==> src/rtl/core/merge_sorter_defines.svh <==
// Assertion macros for the merge sorter.
// Used by the top level; expects clk and rst_n in scope.
`ifndef MERGE_SORTER_DEFINES_SVH
`define MERGE_SORTER_DEFINES_SVH

`define MS_ASSERT_NOW(label, cond, msg) \
  label: assert property (@(posedge clk) disable iff (!rst_n) (cond)) else $error(msg);

`define MS_ASSERT_NEXT(label, trig, cond, msg) \
  label: assert property (@(posedge clk) disable iff (!rst_n) (trig) |=> (cond)) \
    else $error(msg);

`endif

==> src/rtl/core/ms_pkg.sv <==
// Shared types and constants for the merge sorter.
// No dependencies.
`timescale 1ns / 1ps
`default_nettype none

package ms_pkg;

  localparam int CAPACITY = 64;
  localparam int DATA_W   = 32;
  localparam int CNT_W    = $clog2(CAPACITY + 1);

  typedef enum logic [1:0] {
    CELL_HOLD,
    CELL_INSERT,
    CELL_SHIFT
  } cell_mode_t;

  typedef struct packed {
    cell_mode_t                 mode;
    logic signed [DATA_W-1:0]   new_value;
  } cell_ctrl_t;

  typedef struct packed {
    logic                       keep;
    logic                       valid;
    logic signed [DATA_W-1:0]   value;
  } cell_link_t;

  typedef enum logic {
    ST_LOAD,
    ST_EMIT
  } ms_state_t;

endpackage

`default_nettype wire

==> src/rtl/core/ms_cell.sv <==
// One slot of the sorted chain: holds one element and its valid bit.
// Depends on ms_pkg.
`timescale 1ns / 1ps
`default_nettype none

module ms_cell (
  input  wire logic               clk,
  input  wire logic               rst_n,
  input  wire ms_pkg::cell_ctrl_t ctrl,
  input  wire ms_pkg::cell_link_t left_link,
  input  wire ms_pkg::cell_link_t right_link,
  output      ms_pkg::cell_link_t link
);
  import ms_pkg::*;

  logic                     valid_r;
  logic                     valid_nxt;
  logic signed [DATA_W-1:0] value_r;
  logic signed [DATA_W-1:0] value_nxt;
  logic                     keep;

  // keep: this slot holds an element that sorts at or before the new one
  assign keep = valid_r && (value_r <= ctrl.new_value);

  always_comb begin
    valid_nxt = valid_r;
    value_nxt = value_r;
    case (ctrl.mode)
      CELL_INSERT: begin
        if (!keep) begin
          if (left_link.keep) begin
            valid_nxt = 1'b1;
            value_nxt = ctrl.new_value;
          end else begin
            valid_nxt = left_link.valid;
            value_nxt = left_link.value;
          end
        end
      end
      CELL_SHIFT: begin
        valid_nxt = right_link.valid;
        value_nxt = right_link.value;
      end
      default: begin
        valid_nxt = valid_r;
        value_nxt = value_r;
      end
    endcase
  end

  always_ff @(posedge clk) begin
    if (!rst_n) begin
      valid_r <= 1'b0;
    end else begin
      valid_r <= valid_nxt;
    end
  end

  always_ff @(posedge clk) begin
    value_r <= value_nxt;
  end

  assign link.keep  = keep;
  assign link.valid = valid_r;
  assign link.value = value_r;

endmodule

`default_nettype wire
==> config.mk <==
export PLATFORM = sky130hd
export DESIGN_NAME = ms_cell
export DESIGN_NICKNAME = d
export VERILOG_FILES = /design/src/rtl/core/merge_sorter_defines.svh /design/src/rtl/core/ms_pkg.sv /design/src/rtl/core/ms_cell.sv
export SDC_FILE = /design/constraint.sdc
export NUM_CORES = 1
export LEC_CHECK = 0
export BUFFER_PORTS_ARGS = -buffer_cell sky130_fd_sc_hd__buf_2
export CORE_MARGIN = 2
export CORE_UTILIZATION = 45
export DETAILED_ROUTE_END_ITERATION = 8
export PLACE_DENSITY = 0.81
export RECOVER_POWER = 100
export SLEW_MARGIN = 20
export SYNTH_ARGS = -nofsm -noshare
export SYNTH_HDL_FRONTEND = slang
export SYNTH_SLANG_ARGS = --single-unit
==> constraint.sdc <==
create_clock -name clk -period 4 [get_ports clk]
set_input_delay 0 -clock clk [delete_from_list [all_inputs] [get_ports clk]]
set_output_delay 0 -clock clk [all_outputs]
set_load 0.01 [all_outputs]
==> flow_results.org <==
** Global routing
- Antenna violations before repair :: 0
- Met2 usage in global routing :: 40.7%
- The number of global-route vias before repair came to 2459.
- Largest net degree at the start of global routing :: 66
- Global routing used 4.55% of the available met3 tracks.
- For this run the aggregate overflow at the end of global routing stands at 0.
- Across every metal layer, demand over resource in global routing totals 21.9%.
- GR peak layer :: met2
- Wire length of the first global-routing pass :: 10800 µm
- In the global route stage, met1 resource usage came out at 24.9%.

** Power
- VDD sags by at most 169 µV.
- Power per standard cell area :: 283 nW/µm²
- Total chip power :: 0.00100 W
- For this design the static power due to leakage is 1.73 nW.

** Timing
- Setup repair after global routing left no endpoint under its margin.
- Fin crit share :: 69.9%
- At the pin with the least slew margin, the transition time is 2.46 ns.
- For the final routed database, the setup TNS stands at 0 ns.
- Based on the critical path, the design can be clocked at up to 357 MHz.
- Count of endpoints failing hold in the final timing report :: 0
- Max Transition Viols Final :: 35
- Final setup viols :: 0
- Shortest period the worst path allows :: 2.80 ns
- Headroom to the max-slew limit came out at -63.9%.
- Maximum clock skew at final layout :: 0.0110 ns

** Worst setup path
- Data required time of the worst path :: 3.98 ns
- Crit start category :: register
- Logic depth of the worst register-to-register path :: 7
- The worst register-to-register path ends at value_r[16].
- For flop-to-flop paths, the worst setup slack is 1.20 ns.
- Top cell family by delay on the critical path :: compound AO/OA/AOI/OAI gates
- Kind of capture point of the worst setup path :: register
- Highest-delay cell along the critical path :: a41oi_4
- WS Path Type :: register to register
- For this run, the slowest stage of the critical path takes 0.60 ns.
- Ordered cell list for the critical path :: ha_1, nand4_1, nor4_1, a2111o_1, a21oi_1, a41oi_4, buf_12
- Data on the critical path arrives at its endpoint at 2.78 ns.
- Of all nets on the critical path, the largest fanout is 20.
- The startpoint identified for the worst register-to-register timing path is value_r[13].
- Together, buffers and inverters on the worst path number 1.

** Synth
- The cell area that synthesis handed to floorplanning was 2550 µm².
- Post-synthesis average cell area :: 9.36 µm²
- Synthesis inferred 33 register bits.
- Counting every net in the synthesized netlist gives 408.
- Number of distinct library cells after synthesis :: 30
- Synth warnings :: 0
- After synthesis, flip-flops and latches occupy 38.5% of the total area.
- Post-synthesis instance total :: 272

** Floorplanning
- Initial Utilization :: 46.5%
- Area of the core region :: 5470 µm²
- Number of rows created at floorplan :: 27
- The floorplan step set the die height to 79.2 µm.
- The die covers 6280 µm².
- Die X-Extent :: 79.2 µm
- Number of placed I/O pins :: 138

** CTS
- The tree built by TritonCTS fans out to 33 sinks.
- Clock-pin slew was measured on the worst setup and hold paths at 0.07 ns.
- The clock tree synthesis step divided the H-tree into 2 levels.
- Number of buffers added by the clock tree synthesis step :: 5
- Gates resized during post-CTS repair numbered 0.
- For the worst-skew pair, the clock arrives at the later sink with an insertion delay of 0.28 ns.
- CTS tree :: built
- No sink is reached through more buffers than the 2 on the longest clock path.
- The tree is rooted in a clkbuf_8.

** Detailed routing
- Dividing the detail-routed wire length by the instance count gives 13.6 µm.
- The routed design has 6730 µm of wire.
- DRT Pass-1 Iters :: 4
- Remaining DRCs :: 0
- For this block, the via count after detailed routing is 2460.
- The count of nets left with antenna violations once routing finished came out at 0.
- After detailed routing, the number of vias per cell comes to 4.96.
- Starting DRT DRC Count :: 84

** Final layout
- Area added between synthesis and finish :: 39.2%
- Number of filler cells placed in the layout :: 495
- Sequential Area :: 981 µm²
- Ant diodes :: 0
- Summing all multi-input logic gate instances after layout gives 1400 µm².
- The library cell used most frequently in the layout, excluding fill and tap cells, is buf_2.
- Commonest cells after routing, fill and taps aside :: buf_2, nand2_1, o21ai_0, clkbuf_1, inv_1
- For this run, the share of the core covered by cells in the final layout is 64.7%.
- Cells with a size suffix above 1 make up 26.9% of the layout.
- Final net count :: 559

** Placed design
- The congestion estimate from routability-driven global placement came to 0.799.
- Number of buffer cells added on primary ports :: 136
- Post-DP HPWL :: 4930 µm

** Worst hold path
- The worst hold path passes through 3 cells.
- Hold endpoint :: value_r[5]
- Type of the worst min-delay path :: input pin to register
- HP Start :: right_link[5]

** Outcome
- Run status :: complete, but fails checks
- The checks that failed: capacitance limit, slew limit.

** Flow run
- Total of max-cap violations :: 1
cell families after synthesis:
| family | count (synthesis) | synth area share (%) |
|---|---|---|
| compound gates | 66 | 15.0 |
| simple gates | 61 | 10.6 |
| buf+inv | 48 | 7.57 |
| flops | 33 | 38.5 |
| mux | 32 | 12.6 |
| fa+ha+maj | 32 | 15.7 |
Yosys cell counts:
library cell   n  share of area [%]
nand2_1       40                5.9
o21ai_0       37                7.3
inv_1         35                5.2
edfxtp_1      32                 38
ha_1          32                 16
mux2i_1       32                 13
a21oi_1       10                2.0
clkbuf_1       7                1.0
nand4_1        6                1.5
buf_2          4               0.79
nor2_1         4               0.59
nor2b_1        4               0.98
a21o_1         3               0.88
a21oi_2        3                1.0
a31oi_1        3               0.74
a31o_1         2               0.69
buf_4          2               0.59
nand2b_1       2               0.49
nand3_1        2               0.39
nor4_1         2               0.49
a2111o_1       1               0.44
a211oi_1       1               0.29
a21boi_0       1               0.29
a41oi_1        1               0.34
dfxtp_1        1               0.79
nor3b_1        1               0.29
o211ai_1       1               0.29
o21ai_1        1               0.20
o21bai_1       1               0.29
o22ai_1        1               0.25
flip-flops by register name, indices dropped and copies added (netlist names):
name,flops
valid_r,1
value_r,32
area by class of cell:
type,count,share of cell area [%]
well taps,72,2.54
repair buffers,157,24.2
flip-flops and latches,33,27.7
inverters,35,3.71
clock buffers,8,2.54
multi-input cells,191,39.4
metal layers:
layer,share of wire (%),vias to the layer above
li1,-,1269
met1,41,1098
met2,52,85
met3,5.8,8
met4,1.5,0
met5,0,-
worst register-to-register path, stage by stage (launching register included):
cell and delay (ns):
edfxtp_1 0.40, ha_1 0.33, nand4_1 0.15, nor4_1 0.44, a2111o_1 0.22, a21oi_1 0.13, a41oi_4 0.60, buf_12 0.25
per-stage QoR:
stage / hold WS (ns) / area, µm² / instances / worst slack, ns
detailed placement: 0.279 / 3310 / 469 / 1.17
finish: 0.00463 / 3540 / 496 / 1.20
CTS: 0.00379 / 3590 / 496 / 1.15
global route: 0.0265 / 3540 / 496 / 1.00
global placement: 0.274 / 3310 / 469 / 1.20
floorplan: 0.187 / 2550 / 272 / 0.256
power by group:
group	switching (W)	internal [W]	total, W
registers	0.0000192	0.000426	0.000445
clock network	0.000118	0.000140	0.000259
logic	0.000159	0.000142	0.000300
how the worst max path moves through the flow:
stage	to	depth (start not counted)	from	slack, ns
after floorplan	value_r[0]	6	value_r[15]	0.26
after global placement	value_r[26]	7	value_r[15]	1.20
after detailed placement	value_r[25]	7	value_r[13]	1.17
after CTS	value_r[16]	7	value_r[13]	1.15
after global routing	value_r[26]	7	value_r[13]	1.00
final	value_r[16]	7	value_r[13]	1.20
what timing repair did:
action | 4_1_cts | 5_1_grt
setup buffers | 0 | 0
endpoints found under the hold margin | 19 | 0
hold buffers | 19 | 0
No activity file was read; power rests on OpenSTA's default activity.
